<file path="config.mk">
export PLATFORM = sky130hd
export DESIGN_NAME = spm_fifo
export DESIGN_NICKNAME = d
export VERILOG_FILES = /design/src/rtl/spm_pkg.sv /design/src/rtl/spm_fifo.sv
export SDC_FILE = /design/constraint.sdc
export NUM_CORES = 1
export LEC_CHECK = 0
export BUFFER_PORTS_ARGS = -buffer_cell sky130_fd_sc_hd__buf_4
export CORE_ASPECT_RATIO = 2
export CORE_MARGIN = 2
export CORE_UTILIZATION = 50
export DETAILED_ROUTE_END_ITERATION = 6
export GPL_ROUTABILITY_DRIVEN = 0
export PLACE_DENSITY = 0.76
export REMOVE_ABC_BUFFERS = 1
export SLEW_MARGIN = 20
export SYNTH_ARGS = -nofsm -noshare
export SYNTH_HDL_FRONTEND = slang
export SYNTH_SLANG_ARGS = --single-unit
</file>
<file path="constraint.sdc">
create_clock -name clk -period 7.54 [get_ports clk]
set_clock_uncertainty 0.15 [all_clocks]
set_input_delay 1.131 -clock clk [delete_from_list [all_inputs] [get_ports clk]]
set_output_delay 1.131 -clock clk [all_outputs]
set_load 0.1 [all_outputs]
</file>
<file path="src/rtl/spm_pkg.sv">
// spm_pkg: widths, constants and types shared by the stereo peak-hold meter
// no dependencies; imported by every other file of the block

`timescale 1ns / 1ps
`default_nettype none

package spm_pkg;

    // sample and magnitude widths
    localparam int SAMPLE_BITS = 24;
    localparam int MAG_W       = SAMPLE_BITS - 1;

    // block length counter
    localparam int MAX_BLOCK = 4096;
    localparam int CNT_W     = $clog2(MAX_BLOCK + 1);

    // levels in dB, signed Q8.8
    localparam int                        LEVEL_W      = 16;
    localparam logic signed [LEVEL_W-1:0] DB_FLOOR     = -16'sd25600;
    localparam int                        DB_FLOOR_MAG = 25600;

    // log2 by repeated squaring
    localparam int NORM_W        = 32;
    localparam int NORM_STEPS    = $clog2(NORM_W);
    localparam int LZ_W          = $clog2(NORM_W);
    localparam int NORM_OFFSET   = NORM_W - SAMPLE_BITS;
    localparam int LOG_FRAC_BITS = 24;
    localparam int STEP_W        = $clog2(LOG_FRAC_BITS);
    localparam int M_W           = LZ_W + LOG_FRAC_BITS;

    // 20*log10(2)*256 in Q.16
    localparam int                   DB_COEF_W       = 27;
    localparam logic [DB_COEF_W-1:0] DB_PER_LOG2_Q16 = 27'd101008905;
    localparam int                   DB_PROD_W       = M_W + DB_COEF_W;
    localparam int                   DB_SHIFT        = LOG_FRAC_BITS + 16;

    // configuration
    localparam int COEF_W      = 16;
    localparam int HOLD_W      = 24;
    localparam int CFG_DATA_W  = 24;
    localparam int CFG_INDEX_W = 1;

    localparam logic [CFG_INDEX_W-1:0] CFG_RELEASE_COEF = 1'd0;
    localparam logic [CFG_INDEX_W-1:0] CFG_HOLD_LENGTH  = 1'd1;

    localparam logic [COEF_W-1:0] RELEASE_COEF_RESET = 16'd2293;
    localparam logic [HOLD_W-1:0] HOLD_LENGTH_RESET  = 24'd72000;

    // envelope release product, magnitude of a level difference times coefficient
    localparam int DIFF_W     = LEVEL_W - 1;
    localparam int ENV_PROD_W = DIFF_W + COEF_W;

    // queue between front and back
    localparam int FIFO_DEPTH = 2;
    localparam int FIFO_PTR_W = (FIFO_DEPTH > 1) ? $clog2(FIFO_DEPTH) : 1;
    localparam int FIFO_CNT_W = $clog2(FIFO_DEPTH + 1);

    localparam int CHANNELS = 2;

    // one finished block as handed from front to back
    typedef struct packed {
        logic [MAG_W-1:0] peak_l;
        logic [MAG_W-1:0] peak_r;
        logic [CNT_W-1:0] count;
    } block_t;

endpackage

`default_nettype wire

</file>
<file path="src/rtl/spm_fifo.sv">
// spm_fifo: short queue of finished blocks between front and back
// depends on spm_pkg for block_t and the queue depth

`timescale 1ns / 1ps
`default_nettype none

module spm_fifo import spm_pkg::*; (
    input  wire logic   clk,
    input  wire logic   rst_n,
    input  wire logic   push,
    input  wire block_t push_data,
    output logic        full,
    input  wire logic   pop,
    output logic        empty,
    output block_t      pop_data
);

    block_t                mem_reg [FIFO_DEPTH];
    logic [FIFO_PTR_W-1:0] wr_ptr_reg, wr_ptr_next;
    logic [FIFO_PTR_W-1:0] rd_ptr_reg, rd_ptr_next;
    logic [FIFO_CNT_W-1:0] cnt_reg, cnt_next;

    assign full     = (cnt_reg == FIFO_CNT_W'(FIFO_DEPTH));
    assign empty    = (cnt_reg == '0);
    assign pop_data = mem_reg[rd_ptr_reg];

    always_comb
    begin
        wr_ptr_next = wr_ptr_reg;
        rd_ptr_next = rd_ptr_reg;
        cnt_next    = cnt_reg;
        if (push)
            wr_ptr_next = (wr_ptr_reg == FIFO_PTR_W'(FIFO_DEPTH - 1)) ? '0 : wr_ptr_reg + 1'b1;
        if (pop)
            rd_ptr_next = (rd_ptr_reg == FIFO_PTR_W'(FIFO_DEPTH - 1)) ? '0 : rd_ptr_reg + 1'b1;
        if (push && !pop)
            cnt_next = cnt_reg + 1'b1;
        else if (pop && !push)
            cnt_next = cnt_reg - 1'b1;
    end

    always_ff @(posedge clk or negedge rst_n)
    begin
        if (!rst_n)
        begin
            wr_ptr_reg <= '0;
            rd_ptr_reg <= '0;
            cnt_reg    <= '0;
        end
        else
        begin
            wr_ptr_reg <= wr_ptr_next;
            rd_ptr_reg <= rd_ptr_next;
            cnt_reg    <= cnt_next;
        end
    end

    always_ff @(posedge clk)
    begin
        if (push)
            mem_reg[wr_ptr_reg] <= push_data;
    end

endmodule

`default_nettype wire

</file>
* Word-level counts from Yosys, hierarchy flattened
Memories as Yosys holds them, arrays and structs flattened.
Index checks and enable logic that the tools add are counted.
** Word-level totals
- Register bits after elaboration :: 4
- Memory bits (writable) :: 118
- Input port bits :: 63
- Output and inout port bits :: 61
- Memories :: 1
** Operators by class
- Add/subtract/negate cells :: 4
- Equal/unequal tests :: 1
- Muxes and demuxes :: 6
- Reductions and logical operators :: 6
** Memory list
- mem_reg :: words 2, width 59, read ports 1, clocked after Yosys merged registers in 0, wr ports 1, line spm_fifo.sv:18 : block_t mem_reg [FIFO_DEPTH];
** Operator list (count)
- two-way mux 1 bit :: 4
- two-way mux 2 bit :: 2
- adder 1 bit, second input constant :: 2
- adder 2 x 1 -> 2 bit, second input constant :: 1
- equality test 2 bit, second input constant :: 1
- logical AND 1 bit :: 2
- logical NOT 1 bit :: 2
- logical NOT 2 bit :: 1
- nonzero test 2 bit :: 1
- subtractor 2 x 1 -> 2 bit, second input constant :: 1

* Depth between registers and ports, before layout
- Word-level depth :: 4
- Mapped depth :: 5
- Gate-level depth less buffers :: 5

* Least setup slack after synthesis
OpenSTA, ideal clock, no wires.
- Path kind :: input to register
- Start :: input push
- End :: memory mem_reg[0][0] in the netlist's numbering, enable pin
- Library setup time :: 0.483 ns
- Data arrival time :: 3.732 ns
- Required time :: 6.907 ns
- Setup slack :: 3.175 ns
- Cell stages on the path :: 1
- Buffers on the path :: 0
- Cells stage by stage :: nor2b_1
** Between the ends
- Word-level cells in the longest chain between the ends :: 2
** Ends and longest elaborated chain
- start, declared :: line spm_fifo.sv:10 : input wire logic push,
- two-way mux 1 bit :: line spm_fifo.sv:60 : if (push)
- two-way mux 1 bit (implied by the code) :: line spm_fifo.sv:61 : mem_reg[wr_ptr_reg] <= push_data;
- end, declared :: line spm_fifo.sv:18
No other way between the ends.

==> results.py <==
metrics = {
    "clocking": {
        "clock_latency_ps": 400,
        "clockBufferDepth": 2,
        "path_clk_slew_ps": 50,
        "cts_setup_buffers": 0,
        "cts_htree_levels": 4,
        "cts_root_buffer": "clkbuf_16",
        "ctsHoldBuffers": 0,
        "post_cts_resized": 0,
        "cts.sinks": 122,
        "cts_tree": "built",
        "cts_buffers": 17,
    },
    "worst_hold_path": {
        "min_path_type": "register to register",
        "holdPathStages": 1,
    },
    "layout": {
        "seq_area_um2": 3647,
        "nets": 402,
        "diodes": 0,
        "largest_register_ffs": 118,
        "nFillCells": 608,
        "drive_gt1_frac": 0.6125,
        "multi_input_area_um2": 977.2,
        "final_cells": 455,
        "area_delta_synth_final_pct": 31.87,
    },
    "grt": {
        "grt_pass1_vias": 2433,
        "grt-ovfl-total": 0,
        "gr-usage-all-layers": 0.1670,
        "antenna_found_initial": 0,
        "grt_max_degree": 61,
        "grt_first_pass_wirelength_um": 12080,
    },
    "yosys": {
        "synth-seq-area-share": 0.7675,
        "synth_top_cell_by_area": "edfxtp_1",
        "synth_commonest_cells": "edfxtp_1, mux2_4, buf_12, dfrtp_1, xor2_1",
        "synth_cells": 200,
        "ys_seq_elements": 122,
        "ys_types": 12,
        "ys_warn_count": 0,
        "syn_area_per_cell_um2": 23.74,
        "synth.top_cell.area_share": 0.7464,
        "yosysMostFrequentCell": "edfxtp_1",
        "async_reset_ff_frac": 0.03279,
        "ys.flop_type": "edfxtp_1",
        "synth_edf_count": 118,
        "mappedNetlistArea_um2": 4747,
        "synth_area_leaders": "edfxtp_1, mux2_4, buf_12, dfrtp_1, xor2_1",
    },
    "routing": {
        "drtAntennaViolNets": 0,
        "vias_per_cell": 4.916,
        "wirelength_um": 7982,
        "via_count": 2237,
        "drc": 0,
        "wl_per_cell_um": 17.54,
        "drtIter0Drc": 94,
        "first_pass_iters": 4,
    },
    "setup_path": {
        "cp-start-kind": "register",
        "critical_path_required_ps": 6260,
        "r2r_cells": 2,
        "worstPathCellList": "buf_16 > mux2_4 > buf_4",
        "worstPathMaxFanout": 36,
        "worstSetupPathType": "register to output port",
        "cp_slowest_cell": "dfrtp_4",
        "cp.arrival_ps": 2040,
        "cp_slowest_stage_delay_ps": 730,
        "end_kind": "output port",
    },
    "timing": {
        "slew_headroom": 0.4527,
        "drv_slew": 0,
        "tightest_slew_ps": 819.2,
        "fmax_mhz": 301.6,
        "report.final.hold_viol_count": 0,
        "period_needed_ps": 3316,
        "fin_crit_sh": 0.4398,
        "setup_violations": 0,
        "fin_tns_setup_ps": 0,
        "rsz0062_at_grt": "false",
    },
    "floorplanning": {
        "fp.dieH_um": 141.8,
        "start_util": 0.5093,
        "die_w_um": 72.90,
        "die-area_um2": 10340,
        "ios": 124,
        "std_cell_rows": 50,
        "fp.coreArea_um2": 9321,
    },
    "place": {
        "dp_cells": 422,
        "place.port_buffers": 123,
    },
    "run": {
        "maxCapViolCount": 0,
    },
    "run_status": {
        "run_status": "complete, no violations",
    },
}
-- through the flow --
step	area, um2	util	setup WS (ps)	hold slack (ps)
4_1_cts	6232	0.6686	4024	349.5
3_5_place_dp	5697	0.6111	4461	345.8
3_3_place_gp	5697	0.6111	4461	320.8
5_1_grt	6260	0.6715	4123	342.2
6_report	6260	0.6715	4224	358.4
2_1_floorplan	4616	-	3175	305.5
-- kinds of logic after synthesis --
| logic type | Yosys count | share of synthesized area |
|---|---|---|
| flops | 122 | 0.7675 |
| mux | 59 | 0.1866 |
| buf+inv | 8 | 0.02847 |
| xor+xnor | 5 | 0.009225 |
| simple gates | 5 | 0.005536 |
| fa+ha+maj | 1 | 0.002635 |
-- final cells by class --
| type | instances | area share |
|---|---|---|
| Multi-Input combinational cell | 70 | 0.1561 |
| Sequential cell | 122 | 0.5827 |
| Timing Repair Buffer | 126 | 0.1543 |
| Clock buffer | 18 | 0.06856 |
| Inverter | 1 | 0.0005996 |
| Clock inverter | 14 | 0.01699 |
| Tap cell | 104 | 0.02079 |
-- final timing paths --
kind / startpoint / end / slack, ps
hold / removal: cnt_reg[1]$_DFFE_PN0P_ / cnt_reg[1]$_DFFE_PN0P_ / 360
hold reg to reg: cnt_reg[1]$_DFFE_PN0P_ / cnt_reg[1]$_DFFE_PN0P_ / 360
setup / recovery: rd_ptr_reg$_DFFE_PN0P_ / pop_data[35] / 4220
max in group asynchronous: rst_n / rd_ptr_reg$_DFFE_PN0P_ / 6760
setup reg to reg: wr_ptr_reg$_DFFE_PN0P_ / mem_reg[0][35]$_DFFE_PP_ / 5410
min in group asynchronous: rst_n / cnt_reg[0]$_DFFE_PN0P_ / 370
-- placed cells by master, fill, tap and decap left out --
cell type	count
buf_4	125
edfxtp_1	118
mux2_4	59
clkbuf_16	17
xor2_1	4
clkinv_2	4
clkinv_1	4
dfrtp_1	3
nor2_1	2
clkinv_4	2
clkinvlp_4	2
inv_1	1
nor2b_1	1
and2_2	1
nor2b_4	1
xnor2_1	1
ha_1	1
clkbuf_1	1
bufinv_16	1
inv_6	1
buf_16	1
dfrtp_4	1
-- metal layers --
| metal | vias up | part of all wire | global-route usage |
|---|---|---|---|
| met1 | 1078 | 0.32 | 0.1548 |
| li1 | 1065 | - | - |
| met2 | 80 | 0.59 | 0.2952 |
| met5 | - | 0 | 0 |
| met4 | 0 | 0.024 | 0.07992 |
| met3 | 14 | 0.068 | 0.08026 |
-- worst max-delay path, delay by kind of cell (launching register included) --
| kind | cells | cell delay [ps] |
|---|---|---|
| buf+inv | 2 | 550 |
| flops | 1 | 730 |
| mux | 1 | 330 |
Power is left out: the tool's default activity adds up to more than one toggle a clock period on the data nets, which glitch-free logic cannot reach.
