`config.mk`:
```
export PLATFORM = sky130hd
export DESIGN_NAME = spm_front_flat
export DESIGN_NICKNAME = d
export VERILOG_FILES = /design/src/rtl/spm_pkg.sv /design/src/rtl/spm_if.sv /design/src/rtl/spm_front.sv /design/src/flat_wrapper.sv
export SDC_FILE = /design/constraint.sdc
export NUM_CORES = 1
export LEC_CHECK = 0
export ABC_AREA = 1
export BUFFER_PORTS_ARGS = -buffer_cell sky130_fd_sc_hd__buf_2
export CAP_MARGIN = 20
export CELL_PAD_IN_SITES_DETAIL_PLACEMENT = 1
export CELL_PAD_IN_SITES_GLOBAL_PLACEMENT = 2
export CORE_MARGIN = 2
export CORE_UTILIZATION = 30
export CTS_CLUSTER_DIAMETER = 30
export CTS_CLUSTER_SIZE = 24
export DETAILED_ROUTE_END_ITERATION = 10
export PLACE_DENSITY_LB_ADDON = 0.1
export SKIP_CTS_REPAIR_TIMING = 1
export SLEW_MARGIN = 20
export SYNTH_ARGS = -nofsm -noshare
export SYNTH_HDL_FRONTEND = slang
export SYNTH_SLANG_ARGS = --single-unit
export TNS_END_PERCENT = 20
```
`constraint.sdc`:
```
create_clock -name clk -period 5.6 [get_ports clk]
set_clock_uncertainty 0.05 [all_clocks]
set_input_delay 0.28 -clock clk [delete_from_list [all_inputs] [get_ports clk]]
set_output_delay 0.28 -clock clk [all_outputs]
set_load 0.05 [all_outputs]
```
`src/rtl/spm_pkg.sv`:
```
// spm_pkg: widths, constants and types shared by the stereo peak-hold meter
// no dependencies; imported by every other file of the block

`timescale 1ns / 1ps
`default_nettype none

package spm_pkg;

    // sample and magnitude widths
    localparam int SAMPLE_BITS = 24;
    localparam int MAG_W       = SAMPLE_BITS - 1;

    // block length counter
    localparam int MAX_BLOCK = 4096;
    localparam int CNT_W     = $clog2(MAX_BLOCK + 1);

    // levels in dB, signed Q8.8
    localparam int                        LEVEL_W      = 16;
    localparam logic signed [LEVEL_W-1:0] DB_FLOOR     = -16'sd25600;
    localparam int                        DB_FLOOR_MAG = 25600;

    // log2 by repeated squaring
    localparam int NORM_W        = 32;
    localparam int NORM_STEPS    = $clog2(NORM_W);
    localparam int LZ_W          = $clog2(NORM_W);
    localparam int NORM_OFFSET   = NORM_W - SAMPLE_BITS;
    localparam int LOG_FRAC_BITS = 24;
    localparam int STEP_W        = $clog2(LOG_FRAC_BITS);
    localparam int M_W           = LZ_W + LOG_FRAC_BITS;

    // 20*log10(2)*256 in Q.16
    localparam int                   DB_COEF_W       = 27;
    localparam logic [DB_COEF_W-1:0] DB_PER_LOG2_Q16 = 27'd101008905;
    localparam int                   DB_PROD_W       = M_W + DB_COEF_W;
    localparam int                   DB_SHIFT        = LOG_FRAC_BITS + 16;

    // configuration
    localparam int COEF_W      = 16;
    localparam int HOLD_W      = 24;
    localparam int CFG_DATA_W  = 24;
    localparam int CFG_INDEX_W = 1;

    localparam logic [CFG_INDEX_W-1:0] CFG_RELEASE_COEF = 1'd0;
    localparam logic [CFG_INDEX_W-1:0] CFG_HOLD_LENGTH  = 1'd1;

    localparam logic [COEF_W-1:0] RELEASE_COEF_RESET = 16'd2293;
    localparam logic [HOLD_W-1:0] HOLD_LENGTH_RESET  = 24'd72000;

    // envelope release product, magnitude of a level difference times coefficient
    localparam int DIFF_W     = LEVEL_W - 1;
    localparam int ENV_PROD_W = DIFF_W + COEF_W;

    // queue between front and back
    localparam int FIFO_DEPTH = 2;
    localparam int FIFO_PTR_W = (FIFO_DEPTH > 1) ? $clog2(FIFO_DEPTH) : 1;
    localparam int FIFO_CNT_W = $clog2(FIFO_DEPTH + 1);

    localparam int CHANNELS = 2;

    // one finished block as handed from front to back
    typedef struct packed {
        logic [MAG_W-1:0] peak_l;
        logic [MAG_W-1:0] peak_r;
        logic [CNT_W-1:0] count;
    } block_t;

endpackage

`default_nettype wire

```
`src/rtl/spm_if.sv`:
```
// spm_if: request channels of the meter, samples in and levels out
// depends on spm_pkg for field widths

`timescale 1ns / 1ps
`default_nettype none

interface spm_sample_if import spm_pkg::*; ();
    logic                          valid;
    logic                          ready;
    logic signed [SAMPLE_BITS-1:0] left_sample;
    logic signed [SAMPLE_BITS-1:0] right_sample;
    logic                          right_present;
    logic                          last_in_block;

    modport source (
        output valid, left_sample, right_sample, right_present, last_in_block,
        input  ready
    );
    modport sink (
        input  valid, left_sample, right_sample, right_present, last_in_block,
        output ready
    );
endinterface


`default_nettype wire

```
`src/rtl/spm_front.sv`:
```
// spm_front: takes sample requests, tracks per-channel peaks and the block count
// depends on spm_pkg and spm_sample_if; pushes finished blocks to spm_fifo

`timescale 1ns / 1ps
`default_nettype none

module spm_front import spm_pkg::*; (
    input  wire logic   clk,
    input  wire logic   rst_n,
    spm_sample_if.sink  samples,
    output logic        push,
    output block_t      push_data,
    input  wire logic   full
);

    logic [MAG_W-1:0] peak_l_reg, peak_l_next;
    logic [MAG_W-1:0] peak_r_reg, peak_r_next;
    logic [CNT_W-1:0] cnt_reg, cnt_next;
    logic [MAG_W-1:0] mag_l, mag_r;
    logic             accept;

    // absolute value, most negative code saturates
    function automatic logic [MAG_W-1:0] magnitude(input logic [SAMPLE_BITS-1:0] raw);
        logic [SAMPLE_BITS-1:0] neg;
        begin
            neg = ~raw + 1'b1;
            if (!raw[SAMPLE_BITS-1])
                magnitude = raw[MAG_W-1:0];
            else if (neg[SAMPLE_BITS-1])
                magnitude = {MAG_W{1'b1}};
            else
                magnitude = neg[MAG_W-1:0];
        end
    endfunction

    assign samples.ready = !full;
    assign accept        = samples.valid && !full;

    assign mag_l = magnitude(samples.left_sample);
    assign mag_r = samples.right_present ? magnitude(samples.right_sample) : mag_l;

    always_comb
    begin
        peak_l_next = (mag_l > peak_l_reg) ? mag_l : peak_l_reg;
        peak_r_next = (mag_r > peak_r_reg) ? mag_r : peak_r_reg;
        cnt_next    = (cnt_reg < CNT_W'(MAX_BLOCK)) ? cnt_reg + 1'b1 : cnt_reg;
    end

    assign push             = accept && samples.last_in_block;
    assign push_data.peak_l = peak_l_next;
    assign push_data.peak_r = peak_r_next;
    assign push_data.count  = cnt_next;

    always_ff @(posedge clk or negedge rst_n)
    begin
        if (!rst_n)
        begin
            peak_l_reg <= '0;
            peak_r_reg <= '0;
            cnt_reg    <= '0;
        end
        else if (accept)
        begin
            if (samples.last_in_block)
            begin
                peak_l_reg <= '0;
                peak_r_reg <= '0;
                cnt_reg    <= '0;
            end
            else
            begin
                peak_l_reg <= peak_l_next;
                peak_r_reg <= peak_r_next;
                cnt_reg    <= cnt_next;
            end
        end
    end

endmodule

`default_nettype wire

```
`src/flat_wrapper.sv`:
```
// flat-port wrapper written by rule: the top's interface ports become plain ports
module spm_front_flat import spm_pkg::*;
  (clk, rst_n, push, push_data, full, samples_valid, samples_left_sample, samples_right_sample, samples_right_present, samples_last_in_block, samples_ready);
  spm_sample_if samples_i ();
  input  wire logic clk;
  input  wire logic rst_n;
  output logic push;
  output block_t push_data;
  input  wire logic full;
  input wire logic [$bits(samples_i.valid)-1:0] samples_valid;
  input wire logic [$bits(samples_i.left_sample)-1:0] samples_left_sample;
  input wire logic [$bits(samples_i.right_sample)-1:0] samples_right_sample;
  input wire logic [$bits(samples_i.right_present)-1:0] samples_right_present;
  input wire logic [$bits(samples_i.last_in_block)-1:0] samples_last_in_block;
  output wire logic [$bits(samples_i.ready)-1:0] samples_ready;
  assign samples_i.valid = samples_valid;
  assign samples_i.left_sample = samples_left_sample;
  assign samples_i.right_sample = samples_right_sample;
  assign samples_i.right_present = samples_right_present;
  assign samples_i.last_in_block = samples_last_in_block;
  assign samples_ready = samples_i.ready;
  spm_front u_core (.clk(clk), .rst_n(rst_n), .samples(samples_i), .push(push), .push_data(push_data), .full(full));
endmodule
```
== Yosys cells after proc, flatten, opt, wreduce, memory -nomap -nowiden ==
Index checks and enable logic that the tools add are counted.
W data, S select, Z words.

* Input port bits: 54
* Register bits: 59
* Logic and storage cells: 25

* Add/sub/neg operators: 3
* Mux-type cells: 11
* Bitwise logic cells: 2
* Magnitude comparators: 3
* Reduce and logical (&&, ||, !) cells: 3

{| class="wikitable"
|+ Operators with widths
! cell !! count
|-
| $mux W23 || 9
|-
| $add A24 B1 Y24 const B || 2
|-
| $not A24 Y24 || 2
|-
| $gt A23 B23 Y1 || 2
|-
| $mux W13 || 2
|-
| $add A13 B1 Y13 const B || 1
|-
| $lt A13 B13 Y1 const B || 1
|-
| $logic_and A1 B1 Y1 || 2
|-
| $logic_not A1 Y1 || 1
|}

== Longest topological paths before layout ==
* Depth in word-level cells: 8
* Gate-level depth with buffers: 27

== Least setup slack after synthesis ==
OpenSTA, ideal clock, no wires.

* Kind: input port to output port
* From: input port samples_right_sample[0]
* To: output port push_data[27] (netlist name)
* Arrival time: 3.262 ns
* Stages on the path: 24
* Buffers on the path: 1
* Slack: 2.008 ns
* Data required time: 5.270 ns
* Cell sequence: inv_1 > ha_1 > nand3_1 > nor2_2 > nand2_1 > nor2_1 > nand2_1 > nand2_1 > nand2_1 > nand2_1 > nand2_1 > nand2_1 > inv_1 > ha_1 > nand2_1 > nand2_1 > nand2_1 > nand2_1 > a21oi_1 > nand2_2 > nor2_1 > nor2_4 > buf_2 > a21boi_1

{| class="wikitable"
|+ RTL lines
! what !! line !! RTL
|-
| start: declaration || flat_wrapper.sv:12 || <nowiki>input wire logic [$bits(samples_i.right_sample)-1:0] samples_right_sample;</nowiki>
|-
| end: declaration || flat_wrapper.sv:8 || <nowiki>output block_t push_data;</nowiki>
|}

==> impl_metrics.ini <==
[finish]
final_cell_mix = nand2_1, inv_1, buf_2, nand3_1, nor2_1
layout-drive-gt1-share_pct = 15.5
area_delta_synth_final_pct = 16.5
fillCellCount = 2807
layout.cells.most_common = nand2_1
post-route-util_pct = 35.8
n_antenna_cell = 0
nNetsFinal = 1237

[worst_setup_path]
worst_path_largest_cell_delay_ps = 590
worstSetupEndpointType = output pin
path_max_fanout = 34
worst_setup_path_start_kind = primary input
cp.arrival_ps = 4080
crit_chain = buf_2 > nor2_1 > nand2_1 > nor2_4 > nand2_1 > nand3_1 > nand3_1 > o21ai_0 > inv_1 > ha_1 > nand2_1 > nor2_1 > nand2_1 > nor2_1 > nand2_1 > nand2_2 > nor2_1 > nor2_4 > buf_4 > nand2_1 > and2_1 > buf_2
crit_slowest_cell = o21ai_0
cp_num_buf_inv = 4
crit_top_cell = nand2_1
cp.depth = 22
reg2reg_depth = 10
critical-path-top-delay-family = simple AND/OR/NAND/NOR gates
required_ps = 5270
path_class = in2out

[grt]
grt_overflow = 0
grt_util_met3_pct = 2.50
grt-busiest-layer = met2
grt_first_pass_wirelength_um = 36600
grt_pass1_vias = 6864
use_met1_pct = 28.8
grt_antenna_before_repair = 0
track_usage_pct = 20.8
grt_use_met2_pct = 34.8
grt_max_degree = 60

[synth]
netlist_area_sq_mm = 0.00647
yosysSeqAreaShare_pct = 22.8
ys_seq_elements = 59
synthesis.nets = 1140
ys_warn_count = 0
avgSynthCellArea_sq_um = 6.24
synthCells = 1037
synth_cell_types = 38

[place]
gp_congestion = 0.861
dp_hpwl_um = 18200
io_buffers = 114

[sta]
rsz0062_at_grt = false
setup_tns_ps = 0
period_share_pct = 78.7
post-route-min-period_ps = 4410
setup_violations = 0
worst_slew_margin_rel_pct = 40.9
max_freq_ghz = 0.227
hold_violations = 0
slew_viol_final = 0
tightest_slew_ps = 886

[drt]
drtPass1Iterations = 4
routed_via_density = 4.81
vias = 6798
wirelength_um = 22900
drt_iter0_drc = 217
drc_errors = 0
routedWlPerCell_um = 16.2
ant_nets = 0

[floorplan]
dieHeight_um = 151
start_util_pct = 30.7
core-area_sq_mm = 0.0211
die_area_sq_mm = 0.0228
std_cell_rows = 53
die_x_um = 151
io_pins = 115

[cts]
clk_path_buf_depth = 2
clkLatencyLatePin_ps = 340
cts_buffers = 9
htree_levels = 3
path_clk_slew_ps = 60
root_buffer = clkbuf_16
cts_num_sinks = 59
cts_tree = done

[outcome]
status = completed

[power_and_ir_drop]
worst_ir_drop_vdd_uv = 173
fin_total_pwr_uw = 2790
p_per_area_mw_per_mm2 = 369
leakage_uw = 0.00416

[run]
drv_cap = 0

[worst_hold_path]
min_path_type = in2async
-- routing by layer --
metal,up-vias,wire (um),share of wire (%)
li1,3481,-,-
met1,3195,11200,49
met2,103,10800,47
met3,19,598,2.6
met4,0,337,1.5
met5,-,0,0
-- cell families (layout without fill, tap and decap cells) --
| family | after synthesis | count (layout) | share of synthesized area (%) |
|---|---|---|---|
| AOI/OAI and AO/OA | 109 | 109 | 10.1 |
| xor gates and xnor gates | 26 | 26 | 3.52 |
| adders and majority gates | 49 | 49 | 9.47 |
| buffers and inverters | 202 | 304 | 12.8 |
| DFF | 59 | 59 | 22.8 |
| and+or+nand+nor | 592 | 592 | 41.3 |
-- through the flow --
stage | hold WS, ps | instance area (sq um) | cells | setup slack, ps
3_5_place_dp | 417 | 7240 | 1398 | 1210
5_1_grt | 186 | 7540 | 1414 | 784
4_1_cts | 148 | 7540 | 1414 | 1140
2_1_floorplan | -65.6 | 6470 | 1037 | 2010
3_3_place_gp | 412 | 7240 | 1398 | 1260
6_report | 84.6 | 7540 | 1414 | 1190
-- where the power goes --
group          internal (uW)  switching [uW]  leakage, uW
combinational            434            1220      0.00323
sequential               507            45.3     0.000783
clock                    357             222     0.000148
-- Yosys cell counts --
cell	instances	share of area [%]
o21a_1	10	1.2
o21bai_4	1	0.29
and2_1	23	2.2
xnor2_1	6	0.81
nor2_4	6	1.0
nor3_4	1	0.25
ha_1	49	9.5
nor2_2	6	0.58
a21o_1	2	0.23
nand4_2	2	0.39
or2_2	1	0.097
buf_1	4	0.23
a21oi_1	23	1.8
nand3b_1	11	1.3
nand2_2	8	0.77
o21ai_0	41	3.2
nand2_1	324	19
nand3_2	9	1.4
o22ai_1	2	0.19
clkbuf_1	11	0.64
dfrtp_1	59	23
xor2_1	20	2.7
nand4_1	14	1.4
inv_2	4	0.23
o211ai_1	8	0.93
inv_1	165	9.6
nor4_1	1	0.097
nand3_1	110	8.5
a21boi_1	10	1.2
buf_4	5	0.58
o21ai_1	8	0.62
buf_2	7	0.54
a22o_1	3	0.41
nor3_1	3	0.23
nor3_2	1	0.15
a21oi_2	1	0.14
buf_6	6	1.0
nor2_1	72	4.2
-- layout make-up --
cell class	instances	area (sq um)	area share, %
Tap cell	275	344	4.56
Clock inverter	6	65.1	0.863
Sequential cell	59	1480	19.6
Multi-Input combinational cell	776	4180	55.4
Clock buffer	10	239	3.17
Inverter	169	634	8.41
Timing Repair Buffer	119	608	8.06
-- final timing paths --
check	start	to	slack [ps]
max	samples_left_sample[3]	push_data[18]	1190
min	rst_n	u_core.peak_r_reg[17]	80
max reg2reg	u_core.peak_l_reg[16]	u_core.peak_l_reg[15]	2870
min reg2reg	u_core.peak_l_reg[17]	u_core.peak_l_reg[17]	430
max in group asynchronous	rst_n	u_core.peak_l_reg[7]	4820
min in group clk	samples_last_in_block	u_core.cnt_reg[12]	290
Power figures use the tool's default switching activity.
